<file path="config.mk">
export PLATFORM = sky130hd
export DESIGN_NAME = method_descriptor_slot_parser_top
export DESIGN_NICKNAME = d
export VERILOG_FILES = /design/src/hdl/mdsp_pkg.sv /design/src/hdl/mdsp_classify.sv /design/src/hdl/mdsp_queue.sv /design/src/hdl/mdsp_parse.sv /design/src/hdl/method_descriptor_slot_parser_top.sv
export SDC_FILE = /design/constraint.sdc
export NUM_CORES = 1
export LEC_CHECK = 0
export BUFFER_PORTS_ARGS = -buffer_cell sky130_fd_sc_hd__buf_2
export CORE_MARGIN = 2
export CORE_UTILIZATION = 41
export CTS_CLUSTER_DIAMETER = 60
export CTS_CLUSTER_SIZE = 8
export DETAILED_ROUTE_END_ITERATION = 7
export GPL_TIMING_DRIVEN = 0
export PLACE_DENSITY_LB_ADDON = 0.3
export REMOVE_ABC_BUFFERS = 1
export SETUP_SLACK_MARGIN = 0.02
export SLEW_MARGIN = 20
export SYNTH_ARGS = -nofsm -noshare
export SYNTH_HDL_FRONTEND = slang
export SYNTH_SLANG_ARGS = --single-unit
</file>
<file path="constraint.sdc">
create_clock -name clk -period 3.1 [get_ports clk]
set_input_delay 0.465 -clock clk [delete_from_list [all_inputs] [get_ports clk]]
set_output_delay 0.465 -clock clk [all_outputs]
set_load 0.03 [all_outputs]
</file>
<file path="src/hdl/mdsp_pkg.sv">
`timescale 1ns / 1ps
`default_nettype none
// ----------------------------------------------------------------------------
// Method descriptor slot parser package
// Shared types, character classes, phase encoding and status codes.
// ----------------------------------------------------------------------------
package mdsp_pkg;

  localparam int SLOT_BITS_DEF   = 8;
  localparam int QUEUE_DEPTH_DEF = 2;
  localparam logic [7:0] LIMIT_RESET = 8'd255;

  // descriptor bytes with a meaning of their own
  localparam logic [7:0] CH_OPEN  = 8'h28;
  localparam logic [7:0] CH_CLOSE = 8'h29;
  localparam logic [7:0] CH_ARRAY = 8'h5B;
  localparam logic [7:0] CH_SEMI  = 8'h3B;
  localparam logic [7:0] CH_CLASS = 8'h4C;
  localparam logic [7:0] CH_LONG  = 8'h4A;
  localparam logic [7:0] CH_DBL   = 8'h44;
  localparam logic [7:0] CH_VOID  = 8'h56;
  localparam logic [7:0] CH_BYTE  = 8'h42;
  localparam logic [7:0] CH_CHAR  = 8'h43;
  localparam logic [7:0] CH_SHORT = 8'h53;
  localparam logic [7:0] CH_BOOL  = 8'h5A;
  localparam logic [7:0] CH_INT   = 8'h49;
  localparam logic [7:0] CH_FLOAT = 8'h46;
  localparam logic [7:0] CH_NUL   = 8'h00;

  localparam logic [1:0] STATUS_OK        = 2'd0;
  localparam logic [1:0] STATUS_MALFORMED = 2'd1;
  localparam logic [1:0] STATUS_TOO_MANY  = 2'd2;

  typedef enum logic [3:0] {
    CLS_OPEN,
    CLS_CLOSE,
    CLS_BASE1,
    CLS_BASE2,
    CLS_CLASS,
    CLS_ARRAY,
    CLS_SEMI,
    CLS_VOID,
    CLS_ZERO,
    CLS_OTHER
  } char_cls_t;

  typedef enum logic [2:0] {
    PH_OPEN,
    PH_ARGS,
    PH_ARG_NAME,
    PH_RET,
    PH_RET_ARRAY,
    PH_RET_NAME,
    PH_DONE,
    PH_ERROR
  } phase_t;

  typedef struct packed {
    logic [7:0] char_code;
    logic       is_static;
    logic       last;
  } in_item_t;

  typedef struct packed {
    logic [1:0] status;
    logic [7:0] arg_slots;
    logic [1:0] ret_slots;
  } out_item_t;

  typedef struct packed {
    char_cls_t cls;
    logic      is_static;
    logic      last;
  } cls_entry_t;

endpackage

`default_nettype wire

</file>
<file path="src/hdl/mdsp_classify.sv">
`timescale 1ns / 1ps
`default_nettype none
// ----------------------------------------------------------------------------
// Descriptor byte classifier
// Maps each incoming byte onto the character class the parser acts on.
// ----------------------------------------------------------------------------
module mdsp_classify (
  input  mdsp_pkg::in_item_t   item,
  output mdsp_pkg::cls_entry_t entry
);

  mdsp_pkg::char_cls_t cls;

  always_comb begin
    case (item.char_code)
      mdsp_pkg::CH_OPEN:  cls = mdsp_pkg::CLS_OPEN;
      mdsp_pkg::CH_CLOSE: cls = mdsp_pkg::CLS_CLOSE;
      mdsp_pkg::CH_ARRAY: cls = mdsp_pkg::CLS_ARRAY;
      mdsp_pkg::CH_SEMI:  cls = mdsp_pkg::CLS_SEMI;
      mdsp_pkg::CH_CLASS: cls = mdsp_pkg::CLS_CLASS;
      mdsp_pkg::CH_LONG,
      mdsp_pkg::CH_DBL:   cls = mdsp_pkg::CLS_BASE2;
      mdsp_pkg::CH_VOID:  cls = mdsp_pkg::CLS_VOID;
      mdsp_pkg::CH_BYTE,
      mdsp_pkg::CH_CHAR,
      mdsp_pkg::CH_SHORT,
      mdsp_pkg::CH_BOOL,
      mdsp_pkg::CH_INT,
      mdsp_pkg::CH_FLOAT: cls = mdsp_pkg::CLS_BASE1;
      mdsp_pkg::CH_NUL:   cls = mdsp_pkg::CLS_ZERO;
      default:            cls = mdsp_pkg::CLS_OTHER;
    endcase
  end

  assign entry.cls       = cls;
  assign entry.is_static = item.is_static;
  assign entry.last      = item.last;

endmodule

`default_nettype wire

</file>
<file path="src/hdl/mdsp_queue.sv">
`timescale 1ns / 1ps
`default_nettype none
// ----------------------------------------------------------------------------
// Classified byte queue
// Small FIFO between classifier and parser; push and pop in the same cycle.
// ----------------------------------------------------------------------------
module mdsp_queue #(
  parameter int DEPTH = mdsp_pkg::QUEUE_DEPTH_DEF
) (
  input  wire                         clk,
  input  wire                         rst_n,
  input  wire                         push,
  input  mdsp_pkg::cls_entry_t        push_data,
  input  wire                         pop,
  output mdsp_pkg::cls_entry_t        head,
  output logic                        not_empty,
  output logic                        not_full,
  output logic [$clog2(DEPTH+1)-1:0]  count
);

  localparam int PW = (DEPTH > 1) ? $clog2(DEPTH) : 1;
  localparam int CW = $clog2(DEPTH + 1);

  mdsp_pkg::cls_entry_t slots_r [DEPTH];
  logic [PW-1:0] wr_ptr_r, wr_ptr_nxt;
  logic [PW-1:0] rd_ptr_r, rd_ptr_nxt;
  logic [CW-1:0] count_r, count_nxt;

  function automatic logic [PW-1:0] ptr_inc(input logic [PW-1:0] p);
    ptr_inc = (p == PW'(DEPTH - 1)) ? '0 : p + PW'(1);
  endfunction

  always_comb begin
    wr_ptr_nxt = push ? ptr_inc(wr_ptr_r) : wr_ptr_r;
    rd_ptr_nxt = pop  ? ptr_inc(rd_ptr_r) : rd_ptr_r;
    count_nxt  = count_r + CW'(push) - CW'(pop);
  end

  always_ff @(posedge clk) begin
    if (!rst_n) begin
      wr_ptr_r <= '0;
      rd_ptr_r <= '0;
      count_r  <= '0;
    end else begin
      wr_ptr_r <= wr_ptr_nxt;
      rd_ptr_r <= rd_ptr_nxt;
      count_r  <= count_nxt;
    end
  end

  always_ff @(posedge clk) begin
    if (push) begin
      slots_r[wr_ptr_r] <= push_data;
    end
  end

  assign head      = slots_r[rd_ptr_r];
  assign not_empty = (count_r != '0);
  assign not_full  = (count_r != CW'(DEPTH));
  assign count     = count_r;

endmodule

`default_nettype wire

</file>
<file path="src/hdl/mdsp_parse.sv">
`timescale 1ns / 1ps
`default_nettype none
// ----------------------------------------------------------------------------
// Descriptor grammar engine
// Phase machine with slot counters; builds the result on the last byte and
// holds it in the output register until it is taken.
// ----------------------------------------------------------------------------
module mdsp_parse #(
  parameter int SLOT_BITS = mdsp_pkg::SLOT_BITS_DEF
) (
  input  wire                   clk,
  input  wire                   rst_n,
  input  wire  [7:0]            limit,
  input  mdsp_pkg::cls_entry_t  entry,
  input  wire                   entry_valid,
  output logic                  entry_pop,
  output logic                  out_valid,
  input  wire                   out_ready,
  output mdsp_pkg::out_item_t   out_data
);

  localparam int CW = (SLOT_BITS > 8) ? SLOT_BITS : 8;
  localparam logic [SLOT_BITS-1:0] SLOT_MAX = '1;

  mdsp_pkg::phase_t phase_r, phase_nxt, phase_step;
  logic                 array_pend_r, array_pend_nxt;
  logic [SLOT_BITS-1:0] slot_r, slot_nxt;
  logic [1:0]           ret_r, ret_nxt;
  logic [1:0]           ret_step;
  logic                 name_empty_r, name_empty_nxt;
  logic                 out_valid_r, out_valid_nxt;
  mdsp_pkg::out_item_t  out_data_r, out_data_nxt;

  logic [SLOT_BITS-1:0] final_slots;
  logic [CW-1:0]        final_wide;
  logic                 last_pop;

  function automatic logic [SLOT_BITS-1:0] sat_add(input logic [SLOT_BITS-1:0] a,
                                                    input logic [1:0] n);
    logic [SLOT_BITS:0] s;
    s = {1'b0, a} + (SLOT_BITS + 1)'(n);
    sat_add = s[SLOT_BITS] ? SLOT_MAX : s[SLOT_BITS-1:0];
  endfunction

  // a last byte needs room in the output register
  assign entry_pop = entry_valid && (!entry.last || !out_valid_r || out_ready);
  assign last_pop  = entry_pop && entry.last;

  // next phase for the byte at the queue head
  always_comb begin
    phase_step = phase_r;
    case (phase_r)
      mdsp_pkg::PH_OPEN: begin
        phase_step = (entry.cls == mdsp_pkg::CLS_OPEN) ? mdsp_pkg::PH_ARGS
                                                       : mdsp_pkg::PH_ERROR;
      end
      mdsp_pkg::PH_ARGS: begin
        case (entry.cls)
          mdsp_pkg::CLS_CLOSE: begin
            phase_step = array_pend_r ? mdsp_pkg::PH_ERROR : mdsp_pkg::PH_RET;
          end
          mdsp_pkg::CLS_BASE1,
          mdsp_pkg::CLS_BASE2,
          mdsp_pkg::CLS_ARRAY: phase_step = mdsp_pkg::PH_ARGS;
          mdsp_pkg::CLS_CLASS: phase_step = mdsp_pkg::PH_ARG_NAME;
          default:             phase_step = mdsp_pkg::PH_ERROR;
        endcase
      end
      mdsp_pkg::PH_ARG_NAME: begin
        if (entry.cls == mdsp_pkg::CLS_SEMI) begin
          phase_step = name_empty_r ? mdsp_pkg::PH_ERROR : mdsp_pkg::PH_ARGS;
        end else if (entry.cls == mdsp_pkg::CLS_ZERO) begin
          phase_step = mdsp_pkg::PH_ERROR;
        end
      end
      mdsp_pkg::PH_RET: begin
        case (entry.cls)
          mdsp_pkg::CLS_VOID,
          mdsp_pkg::CLS_BASE1,
          mdsp_pkg::CLS_BASE2: phase_step = mdsp_pkg::PH_DONE;
          mdsp_pkg::CLS_CLASS: phase_step = mdsp_pkg::PH_RET_NAME;
          mdsp_pkg::CLS_ARRAY: phase_step = mdsp_pkg::PH_RET_ARRAY;
          default:             phase_step = mdsp_pkg::PH_ERROR;
        endcase
      end
      mdsp_pkg::PH_RET_ARRAY: begin
        case (entry.cls)
          mdsp_pkg::CLS_ARRAY: phase_step = mdsp_pkg::PH_RET_ARRAY;
          mdsp_pkg::CLS_CLASS: phase_step = mdsp_pkg::PH_RET_NAME;
          mdsp_pkg::CLS_BASE1,
          mdsp_pkg::CLS_BASE2: phase_step = mdsp_pkg::PH_DONE;
          default:             phase_step = mdsp_pkg::PH_ERROR;
        endcase
      end
      mdsp_pkg::PH_RET_NAME: begin
        if (entry.cls == mdsp_pkg::CLS_SEMI) begin
          phase_step = name_empty_r ? mdsp_pkg::PH_ERROR : mdsp_pkg::PH_DONE;
        end else if (entry.cls == mdsp_pkg::CLS_ZERO) begin
          phase_step = mdsp_pkg::PH_ERROR;
        end
      end
      default: phase_step = mdsp_pkg::PH_ERROR;
    endcase

    if (!entry_pop) begin
      phase_nxt = phase_r;
    end else if (entry.last) begin
      phase_nxt = mdsp_pkg::PH_OPEN;
    end else begin
      phase_nxt = phase_step;
    end
  end

  // counters and marks
  always_comb begin
    array_pend_nxt = array_pend_r;
    slot_nxt       = slot_r;
    ret_nxt        = ret_r;
    name_empty_nxt = name_empty_r;
    case (phase_r)
      mdsp_pkg::PH_ARGS: begin
        case (entry.cls)
          mdsp_pkg::CLS_BASE1: begin
            slot_nxt       = sat_add(slot_r, 2'd1);
            array_pend_nxt = 1'b0;
          end
          mdsp_pkg::CLS_BASE2: begin
            slot_nxt       = sat_add(slot_r, array_pend_r ? 2'd1 : 2'd2);
            array_pend_nxt = 1'b0;
          end
          mdsp_pkg::CLS_CLASS: begin
            array_pend_nxt = 1'b0;
            name_empty_nxt = 1'b1;
          end
          mdsp_pkg::CLS_ARRAY: array_pend_nxt = 1'b1;
          default: ;
        endcase
      end
      mdsp_pkg::PH_ARG_NAME: begin
        if (entry.cls == mdsp_pkg::CLS_SEMI) begin
          if (!name_empty_r) begin
            slot_nxt = sat_add(slot_r, 2'd1);
          end
        end else if (entry.cls != mdsp_pkg::CLS_ZERO) begin
          name_empty_nxt = 1'b0;
        end
      end
      mdsp_pkg::PH_RET: begin
        case (entry.cls)
          mdsp_pkg::CLS_VOID:  ret_nxt = 2'd0;
          mdsp_pkg::CLS_BASE1: ret_nxt = 2'd1;
          mdsp_pkg::CLS_BASE2: ret_nxt = 2'd2;
          mdsp_pkg::CLS_CLASS: begin
            ret_nxt        = 2'd1;
            name_empty_nxt = 1'b1;
          end
          default: ;
        endcase
      end
      mdsp_pkg::PH_RET_ARRAY: begin
        case (entry.cls)
          mdsp_pkg::CLS_CLASS: begin
            ret_nxt        = 2'd1;
            name_empty_nxt = 1'b1;
          end
          mdsp_pkg::CLS_BASE1,
          mdsp_pkg::CLS_BASE2: ret_nxt = 2'd1;
          default: ;
        endcase
      end
      mdsp_pkg::PH_RET_NAME: begin
        if (entry.cls != mdsp_pkg::CLS_SEMI && entry.cls != mdsp_pkg::CLS_ZERO) begin
          name_empty_nxt = 1'b0;
        end
      end
      default: ;
    endcase

    // return slots including this byte, before the end-of-descriptor clear
    ret_step = ret_nxt;

    if (!entry_pop) begin
      array_pend_nxt = array_pend_r;
      slot_nxt       = slot_r;
      ret_nxt        = ret_r;
      name_empty_nxt = name_empty_r;
    end else if (entry.last) begin
      array_pend_nxt = 1'b0;
      slot_nxt       = '0;
      ret_nxt        = 2'd0;
      name_empty_nxt = 1'b1;
    end
  end

  // result; a completing byte never adds argument slots, so slot_r is final,
  // but it may set the return slots itself
  assign final_slots = sat_add(slot_r, {1'b0, !entry.is_static});
  assign final_wide  = CW'(final_slots);

  always_comb begin
    out_data_nxt = out_data_r;
    if (last_pop) begin
      if (phase_step != mdsp_pkg::PH_DONE) begin
        out_data_nxt.status    = mdsp_pkg::STATUS_MALFORMED;
        out_data_nxt.arg_slots = 8'd0;
        out_data_nxt.ret_slots = 2'd0;
      end else begin
        out_data_nxt.status    = (final_wide >= CW'(limit)) ? mdsp_pkg::STATUS_TOO_MANY
                                                            : mdsp_pkg::STATUS_OK;
        out_data_nxt.arg_slots = (final_wide > CW'(8'hFF)) ? 8'hFF : final_wide[7:0];
        out_data_nxt.ret_slots = ret_step;
      end
    end

    if (last_pop) begin
      out_valid_nxt = 1'b1;
    end else if (out_ready) begin
      out_valid_nxt = 1'b0;
    end else begin
      out_valid_nxt = out_valid_r;
    end
  end

  always_ff @(posedge clk) begin
    if (!rst_n) begin
      phase_r      <= mdsp_pkg::PH_OPEN;
      array_pend_r <= 1'b0;
      slot_r       <= '0;
      ret_r        <= 2'd0;
      name_empty_r <= 1'b1;
      out_valid_r  <= 1'b0;
    end else begin
      phase_r      <= phase_nxt;
      array_pend_r <= array_pend_nxt;
      slot_r       <= slot_nxt;
      ret_r        <= ret_nxt;
      name_empty_r <= name_empty_nxt;
      out_valid_r  <= out_valid_nxt;
    end
  end

  always_ff @(posedge clk) begin
    out_data_r <= out_data_nxt;
  end

  assign out_valid = out_valid_r;
  assign out_data  = out_data_r;

endmodule

`default_nettype wire

</file>
<file path="src/hdl/method_descriptor_slot_parser_top.sv">
`timescale 1ns / 1ps
`default_nettype none
// ----------------------------------------------------------------------------
// Method descriptor slot parser
// Checks a method descriptor byte stream and reports argument/return slots.
// ----------------------------------------------------------------------------
// Feed one descriptor byte per transfer, with last on the final byte; one
// result per descriptor comes out on the last byte: status, argument slots
// (receiver included unless is_static) and return slots. The block sustains
// one byte per clock while results are taken: the grammar phase machine
// handles each byte at the queue head. A classified byte passes through a
// QUEUE_DEPTH-entry queue; with the queue otherwise empty the parser takes
// the last byte at the next clock edge, later when bytes ahead of it still
// wait in the queue, and the result is offered from that edge on. A result
// waiting in the output register holds back the next last byte at the
// queue head; bytes ahead of it keep flowing. Write cfg_wdata (argument
// slot limit, reset 255) only while no descriptor is in flight.
// ----------------------------------------------------------------------------
module method_descriptor_slot_parser_top #(
  parameter int SLOT_BITS   = mdsp_pkg::SLOT_BITS_DEF,
  parameter int QUEUE_DEPTH = mdsp_pkg::QUEUE_DEPTH_DEF
) (
  input  wire                  clk,
  input  wire                  rst_n,
  input  wire                  in_valid,
  output logic                 in_ready,
  input  mdsp_pkg::in_item_t   in_data,
  output logic                 out_valid,
  input  wire                  out_ready,
  output mdsp_pkg::out_item_t  out_data,
  input  wire                  cfg_we,
  input  wire  [7:0]           cfg_wdata
);

  logic [7:0] limit_r, limit_nxt;

  mdsp_pkg::cls_entry_t in_entry;
  mdsp_pkg::cls_entry_t q_head;
  logic                 q_not_empty;
  logic                 q_not_full;
  logic                 q_pop;
  logic                 q_push;
  logic [$clog2(QUEUE_DEPTH+1)-1:0] q_count;

  assign limit_nxt = cfg_we ? cfg_wdata : limit_r;

  always_ff @(posedge clk) begin
    if (!rst_n) begin
      limit_r <= mdsp_pkg::LIMIT_RESET;
    end else begin
      limit_r <= limit_nxt;
    end
  end

  assign in_ready = q_not_full;
  assign q_push   = in_valid && q_not_full;

  mdsp_classify u_classify (
    .item  (in_data),
    .entry (in_entry)
  );

  mdsp_queue #(
    .DEPTH (QUEUE_DEPTH)
  ) u_queue (
    .clk       (clk),
    .rst_n     (rst_n),
    .push      (q_push),
    .push_data (in_entry),
    .pop       (q_pop),
    .head      (q_head),
    .not_empty (q_not_empty),
    .not_full  (q_not_full),
    .count     (q_count)
  );

  mdsp_parse #(
    .SLOT_BITS (SLOT_BITS)
  ) u_parse (
    .clk         (clk),
    .rst_n       (rst_n),
    .limit       (limit_r),
    .entry       (q_head),
    .entry_valid (q_not_empty),
    .entry_pop   (q_pop),
    .out_valid   (out_valid),
    .out_ready   (out_ready),
    .out_data    (out_data)
  );

  a_queue_bound: assert property (@(posedge clk) disable iff (!rst_n)
    q_count <= ($clog2(QUEUE_DEPTH+1))'(QUEUE_DEPTH))
    else $error("byte queue count beyond its depth");

  a_pop_nonempty: assert property (@(posedge clk) disable iff (!rst_n)
    q_pop |-> q_count != '0)
    else $error("parser popped an empty queue");

  a_malformed_zero: assert property (@(posedge clk) disable iff (!rst_n)
    (out_valid && out_data.status == mdsp_pkg::STATUS_MALFORMED) |->
      (out_data.arg_slots == 8'd0 && out_data.ret_slots == 2'd0))
    else $error("malformed result carries slot counts");

  a_last_fills_out: assert property (@(posedge clk) disable iff (!rst_n)
    (q_pop && q_head.last) |=> out_valid)
    else $error("last byte did not produce a result");

endmodule

`default_nettype wire
</file>
Word-level counts from Yosys, hierarchy flattened
Memory sizes are Yosys's and may differ from the RTL's. A register that Yosys moved wholly into a read port is not among the register bits.
Cells that the tools add are included.
{ "word_totals": {"mem_count": 1, "mem_bits_rw": 12, "latch_bits": 0, "wordCells": 135, "romBits": 0, "in_bits": 23, "ff_bits": 40, "output_inout_bits": 14} }
{ "classes": {"n_bitwise": 0, "reduce_logical": 29, "div": 0, "n_eq_ne": 38, "n_mul": 0, "add_sub_neg": 7, "n_shift": 0, "order_cmp": 2, "muxes": 45} }
{ "memory_table": {"columns": ["name", "words", "word_bits", "rd", "rd_clocked_by_memory_dff", "write_ports", "line", "text"], "rows": [
  ["u_queue.slots_r", 2, 6, 1, 1, 1, "mdsp_queue.sv:24", "mdsp_pkg::cls_entry_t slots_r [DEPTH];"]
]} }
{ "op_table": {"columns": ["op", "n"], "rows": [
  ["8-bit by 7-bit equality test with 1-bit output, second input constant", 11],
  ["8-bit 2-to-1 mux", 7],
  ["4-bit one-hot mux with 9 select lines", 1],
  ["8-bit one-hot mux with 2 select lines", 2],
  ["8-bit by 6-bit equality test with 1-bit output, second input constant", 3],
  ["3-bit 2-to-1 mux", 7],
  ["2-bit one-hot mux with 3 select lines", 3],
  ["3-bit one-hot mux with 6 select lines", 1],
  ["4-bit by 3-bit equality test with 1-bit output, second input constant", 4],
  ["1-bit 2-to-1 mux", 16],
  ["3-bit by 1-bit inequality test with 1-bit output, second input constant", 4],
  ["3-bit OR reduction", 4],
  ["8-bit by 1-bit adder with 9-bit output", 1],
  ["8-bit by 1-bit adder with 9-bit output, second input constant", 1],
  ["8-bit by 2-bit adder with 9-bit output", 1],
  ["3-bit one-hot mux with 3 select lines", 1],
  ["4-bit by 2-bit equality test with 1-bit output, second input constant", 2],
  ["8-bit >= comparator", 1],
  ["8-bit > comparator, second input constant", 1],
  ["8-bit logical NOT", 1],
  ["2-bit 2-to-1 mux", 4],
  ["3-bit by 2-bit equality test with 1-bit output, second input constant", 2],
  ["3-bit equality test, second input constant", 2],
  ["3-bit by 2-bit inequality test with 1-bit output, second input constant", 2],
  ["other kinds (27)", 39]
]} }

Logic depth before layout (Yosys ltp)
Gate-level depths: netlist of the first run.
{ "logic_depth": {"ltp_word": 6, "depth_mapped": 14, "depth_no_buf": 12} }

Cells and area by module
A second synthesis of the first run with hierarchy kept.
{ "unflattened": {"hier_cells": 387, "hier_area_um2": 3659.8} }
{ "modules_own_cells": {"columns": ["mod", "area_per_inst_um2", "n_inst", "cells_each", "seq_area_each_um2"], "rows": [
  ["mdsp_parse", 2366.0, 1, 276, 680.7],
  ["mdsp_queue", 660.6, 1, 40, 460.4],
  ["mdsp_classify", 341.6, 1, 44, 0.0],
  ["method_descriptor_slot_parser_top", 291.5, 1, 27, 160.2]
]} }

Worst setup path before layout of the first run
No wires, ideal clock.
{ "synth_path": {"kind": "register to register", "from": "reg with a tool-made name", "to": "reg u_parse.out_data_r (netlist bit u_parse.out_data[11]) (data pin)", "arrival_time_ns": 2.411, "setup_ns": 0.261, "required_ns": 2.839, "stages_incl_launch_ff": 15, "slack_ns": 0.427, "cell_sequence": "dfxtp_1 > buf_6 > buf_6 > mux2i_1 > ha_1 > ha_1 > and3_1 > nand3_1 > o21a_1 > ha_1 > and2_1 > o21ai_0 > o21ai_0 > o31ai_1 > a21oi_1"} }
{ "synth_rtl": {"columns": ["element", "line", "text"], "rows": [
  ["end signal, assigned", "mdsp_parse.sv:243", "out_data_r <= out_data_nxt;"],
  ["end, declared", "mdsp_parse.sv:32", "mdsp_pkg::out_item_t out_data_r, out_data_nxt;"]
]} }

==> results of run 1 <==
-- kinds of logic after synthesis --
kind of cell,synth area share [%]
buffers and inverters,4.88
XOR/XNOR,2.76
AND/OR/NAND/NOR,20.9
flip-flops,37.3
adder cells (fa/ha/maj),6.25
AO/OA/AOI/OAI,23.1
multiplexers,4.81
-- cells in the mapped netlist, drive strengths merged, types with 12 or more instances --
master / number / area (µm²)
nand3: 13 / 65.1
a21oi: 26 / 130
o211ai: 12 / 95.1
nor2: 34 / 128
o21ai: 18 / 90.1
ha: 15 / 188
nand2: 36 / 135
edfxtp: 24 / 721
clkbuf: 12 / 45.0
inv: 20 / 75.1
nand2b: 14 / 87.6
dfxtp: 29 / 581
nor3: 13 / 65.1
-- worst max-delay path, stage by stage, from the launching register on --
cell and delay [ns]:
dfxtp_4 0.38, mux2i_1 0.27, ha_1 0.26, ha_4 0.19, and3_1 0.18, nand3_1 0.08, o21a_1 0.16, ha_1 0.30
and2_1 0.16, o21ai_0 0.12, o21ai_0 0.11, o31ai_1 0.25, a21oi_1 0.13
-- repair_timing --
action                     CTS  global route
gates resized for setup      3             4
setup endpoints to repair   25             2
hold endpoints to repair     0             0
buffers inserted             1             0
-- flip-flops by register name (all words and copies together), names as in the netlist, 2 cells and up, named ones only --
signal / flops
limit_r: 8
u_queue.count: 2
u_parse.ret_r: 2
u_parse.phase_r: 3
u_parse.slot_r: 8
u_parse.out_data: 12
u_queue.slots_r: 12
-- power breakdown --
part           internal (mW)  switching (mW)
Sequential             0.878           0.123
Combinational          0.384           0.729
Clock                  0.244           0.230
-- layer usage --
| layer | share of wire (%) | global-route usage [%] |
|---|---|---|
| met5 | 0 | 0 |
| met3 | 4.9 | 2.74 |
| met4 | 0.91 | 5.12 |
| met2 | 46 | 29.2 |
| met1 | 49 | 27.2 |
-- path summary, 6_finish.rpt --
check	startpoint	end	slack, ns
max	flip-flop	u_parse.out_data[11]	0.26
min	in_data[0]	u_queue.slots_r[0][0]	0.34
max reg2reg	flip-flop	u_parse.out_data[11]	0.26
min reg2reg	limit_r[6]	limit_r[6]	0.49
-- area by class of cell --
type                       count  area share (%)
inverter                      21            2.04
timing repair buffer          37            4.86
clock inverter                 2            1.00
tap                          105            3.40
sequential                    53            33.8
clock buffer                   6            1.88
multi-input combinational    299            53.0
-- through the flow --
stage | cells | TNS, ns | total power [mW] | hold slack, ns
after global placement | 514 | -13.33 | 2.07 | 0.476
final | 523 | 0 | 2.59 | 0.341
after global routing | 523 | 0 | 2.76 | 0.335
after CTS | 523 | 0 | 2.57 | 0.333
after detailed placement | 514 | -10.10 | 2.09 | 0.479
after floorplan | 373 | 0 | 1.78 | 0.447
==> impl_metrics.tcl, run 1 <==
set metrics [dict create \
    fp.dieArea_um2 9260 \
    synth_edf_count 24 \
    fmax_ghz 0.352 \
    reg2regPathDepth 12 \
    grt_pass1_vias 2820 \
    ys_seq_area_share_pct 37.3 \
    maxCapViolCount 0 \
    die_x_um 96.2 \
    routabilityCongestion 0.903 \
    final_util_pct 47.0 \
    vias 3048 \
    clock_tree.buffer_depth 2 \
    start_util_pct 42.4 \
    yosysWarnings 0 \
    grt_pass1_wl_um 13600 \
    path_clk_slew_ns 0.10 \
    seqCellArea_um2 1310 \
    clk_latency_ns 0.31 \
    clock_sinks 53 \
    detail-route-antenna-nets 0 \
    clock-root-buffer "clkbuf_8" \
    io_buffers 36 \
    critPathKind "flip-flop to flip-flop" \
    n_antenna_cell 0 \
    tightest_slew_ns 0.705 \
    dr.pass1.iters 5 \
    antenna_found_initial 0 \
    chipHeight_um 96.2 \
    hold_violations 0 \
    status "finished clean" \
    powerDensity_nw_per_um2 670 \
    rsz0062_at_grt "no" \
    dpl.hpwl_um 6120 \
    irDropWorstVdd_uv 344 \
    vias_per_cell 5.83 \
    grt_use_total_pct 18.8 \
    cts_made_buffers 5 \
    skew_ns 0.00920 \
    drc 0 \
    synthDistinctLibCells 66 \
    avgRoutedWirePerCell_um 15.6 \
    mostFrequentLayoutCells "nand2_1, buf_2, nor2_1" \
    place_ws_ns -0.616 \
    cp-start-kind "flip-flop" \
    cts_tree "done" \
    dpl_cell_area_um2 3710 \
    end_kind "flip-flop" \
    slew_viol_final 0 \
    worst_ep_required_time_ns 3.14 \
    critPathArrivalTime_ns 2.88 \
    fin_area_um2 3860 \
    drive_above_1_share_pct 16.5 \
    synth-main-ff-cell "dfxtp_1" \
    grt_max_degree 18 \
    async_flop_share_pct 0 \
    syn2layout_area_growth_pct 10.8 \
    setup_ws_ns 0.260 \
    synth_cells 392 \
    leakagePower_nw 1.46 \
    io_pins 37 \
    post-route-min-period_ns 2.84 \
    crit_fanout 6 \
    slew_headroom_pct 51.6 \
    grt_overflow_total 0 \
    core_area_um2 8220 \
    routed_wl_um 8140 \
    hold_buffers 0 \
    finalSetupViolCount 0 \
    multi_input_area_um2 2050 \
    avgSynthCellArea_um2 8.89 \
    first_iter_violations 192 \
    nets 456 \
    row_count 33 \
    hold_path_class "input pin to flip-flop" \
    synth_area_um2 3490 \
    h-tree-depth 2 \
    nFillCells 790 \
    finalCritPeriodShare_pct 91.6 \
    synth.ff_latch_count 53 \
    whs_path_depth 1 \
]
No activity file was read; power rests on OpenSTA's default activity.
==> run 2, diff against run 1 <==
==> constraint.sdc (replaced) <==
create_clock -name clk -period 2.5 [get_ports clk]
set_input_delay 0.375 -clock clk [delete_from_list [all_inputs] [get_ports clk]]
set_output_delay 0.375 -clock clk [all_outputs]
set_load 0.03 [all_outputs]
==> run 2 against run 1 <==
  * The run now ends with negative setup slack left
  * First-iteration DRC count shrank 6.8%
  * Core utilization up 4.5 points
  * Count of clock-buffer cells in the layout unchanged
  * Clock power grew 25%
  * Hold slack worse by 0.097 ns
  * Via count rose by 4.2%
  * Maximum frequency rose by 13%
  * Worst setup slack got worse by 0.28 ns
  * Final area grew 9.6%
  * Clock skew is 0.0032 ns lower
  * Critical endpoint unchanged
  * Die area unchanged
==> impl_metrics.tcl, run 2 (same netlist as run 1, synthesis figures left out) <==
set metrics [dict create \
    powerDensity_nw_per_um2 849 \
    routed_wl_um 8930 \
    detail-route-antenna-nets 0 \
    vias_per_cell 5.91 \
    finalCritPeriodShare_pct 101 \
    routabilityCongestion 0.903 \
    instances_no_fill 537 \
    critPathKind "flip-flop to flip-flop" \
    grt_pass1_vias 2849 \
    fmax_ghz 0.397 \
    mostFrequentLayoutCells "buf_2, nand2_1, nor2_1" \
    h-tree-depth 2 \
    cp-start-kind "flip-flop" \
    worst_ep_required_time_ns 2.57 \
    dpl_cell_area_um2 3710 \
    finalHoldWorstSlack_ns 0.244 \
    nets 470 \
    rsz0062_at_grt "yes" \
    clk_latency_ns 0.32 \
    hold_buffers 0 \
    grt_max_degree 18 \
    cts_tree "done" \
    clock-root-buffer "clkbuf_8" \
    vias 3176 \
    syn2layout_area_growth_pct 21.4 \
    grt_pass1_wl_um 13700 \
    final_util_pct 51.5 \
    path_clk_slew_ns 0.10 \
    dpl.cell_count 514 \
    grt_overflow_total 0 \
    place_ws_ns -1.22 \
    skew_ns 0.00600 \
    fin_area_um2 4230 \
    nFillCells 751 \
    slew_viol_final 0 \
    n_antenna_cell 0 \
    irDropWorstVdd_uv 438 \
    maxCapViolCount 0 \
    leakagePower_nw 1.56 \
    violations "negative setup slack" \
    avgRoutedWirePerCell_um 16.6 \
    start_util_pct 42.4 \
    hold_violations 0 \
    final_common_cell "buf_2" \
    dr.pass1.iters 4 \
    antenna_found_initial 0 \
    dpl.hpwl_um 6120 \
    clock_sinks 53 \
    critPathArrivalTime_ns 2.59 \
    status "finished, violations left" \
    clock_tree.buffer_depth 2 \
    finalSetupViolCount 1 \
    power_mw 3.59 \
    crit_fanout 3 \
    io_buffers 36 \
    slew_headroom_pct 64.9 \
    cts_made_buffers 5 \
    row_count 33 \
    chipHeight_um 96.2 \
    core_area_um2 8220 \
    drive_above_1_share_pct 25.0 \
    die_x_um 96.2 \
    end_kind "flip-flop" \
    fp.dieArea_um2 9260 \
    setup_ws_ns -0.0204 \
    grt_use_total_pct 19.1 \
    hold_path_class "input pin to flip-flop" \
    tightest_slew_ns 0.515 \
    post-route-min-period_ns 2.52 \
    drc 0 \
    io_pins 37 \
    first_iter_violations 179 \
    final.setup.tns_ns -0.0204 \
]
-- run 2: cell types whose count changed in the layout (fill, tap and decap cells not counted), sizes merged --
cell    change
buf        +12
a21oi       +1
o211ai      +1
-- run 2: area by class of cell --
type,count,area (µm²),area share (%)
well taps,105,131,3.10
flip-flops and latches,53,1310,30.9
clock inverters,2,38.8,0.917
clock buffers,6,72.6,1.71
multi-input cells,301,2320,54.8
repair buffers,49,285,6.74
inverters,21,78.8,1.86
-- run 2: final timing paths --
check / start / end / slack (ns) / cells after the start
hold reg to reg: limit_r[6] / limit_r[6] / 0.49 / 2
setup / recovery: flip-flop / u_parse.out_data[11] / -0.02 / 12
setup reg to reg: flip-flop / u_parse.out_data[11] / -0.02 / 12
hold / removal: in_data[0] / u_queue.slots_r[1][0] / 0.24 / 1
-- run 2: power breakdown --
group          total [mW]  switching [mW]  internal (mW)
sequential           1.26           0.169           1.09
combinational        1.74            1.08          0.665
clock               0.593           0.290          0.303
-- run 2: timing repair --
action                     4_1_cts  5_1_grt
cloned                           0        2
pin swaps                        4       10
setup buffers                    6        7
resized for setup               25       31
setup endpoints to repair       43       22
hold endpoints to repair         0        0
-- run 2: critical path, stage by stage, from the launching register on --
cell and delay, ns:
dfxtp_4 0.38, mux2i_4 0.27, ha_4 0.17, ha_4 0.15, buf_6 0.13, a21oi_4 0.06
ha_1 0.26, nand2b_1 0.14, a21o_1 0.17, a21oi_1 0.15, o21ai_1 0.09, o31ai_2 0.22
a21oi_2 0.09
-- run 2: routing by layer --
metal | share of wire, % | global-route usage (%) | routed length (µm)
met1 | 46 | 26.9 | 4120
met5 | 0 | 0 | 0
met3 | 4.8 | 2.98 | 425
met2 | 47 | 29.8 | 4210
met4 | 1.9 | 6.07 | 168
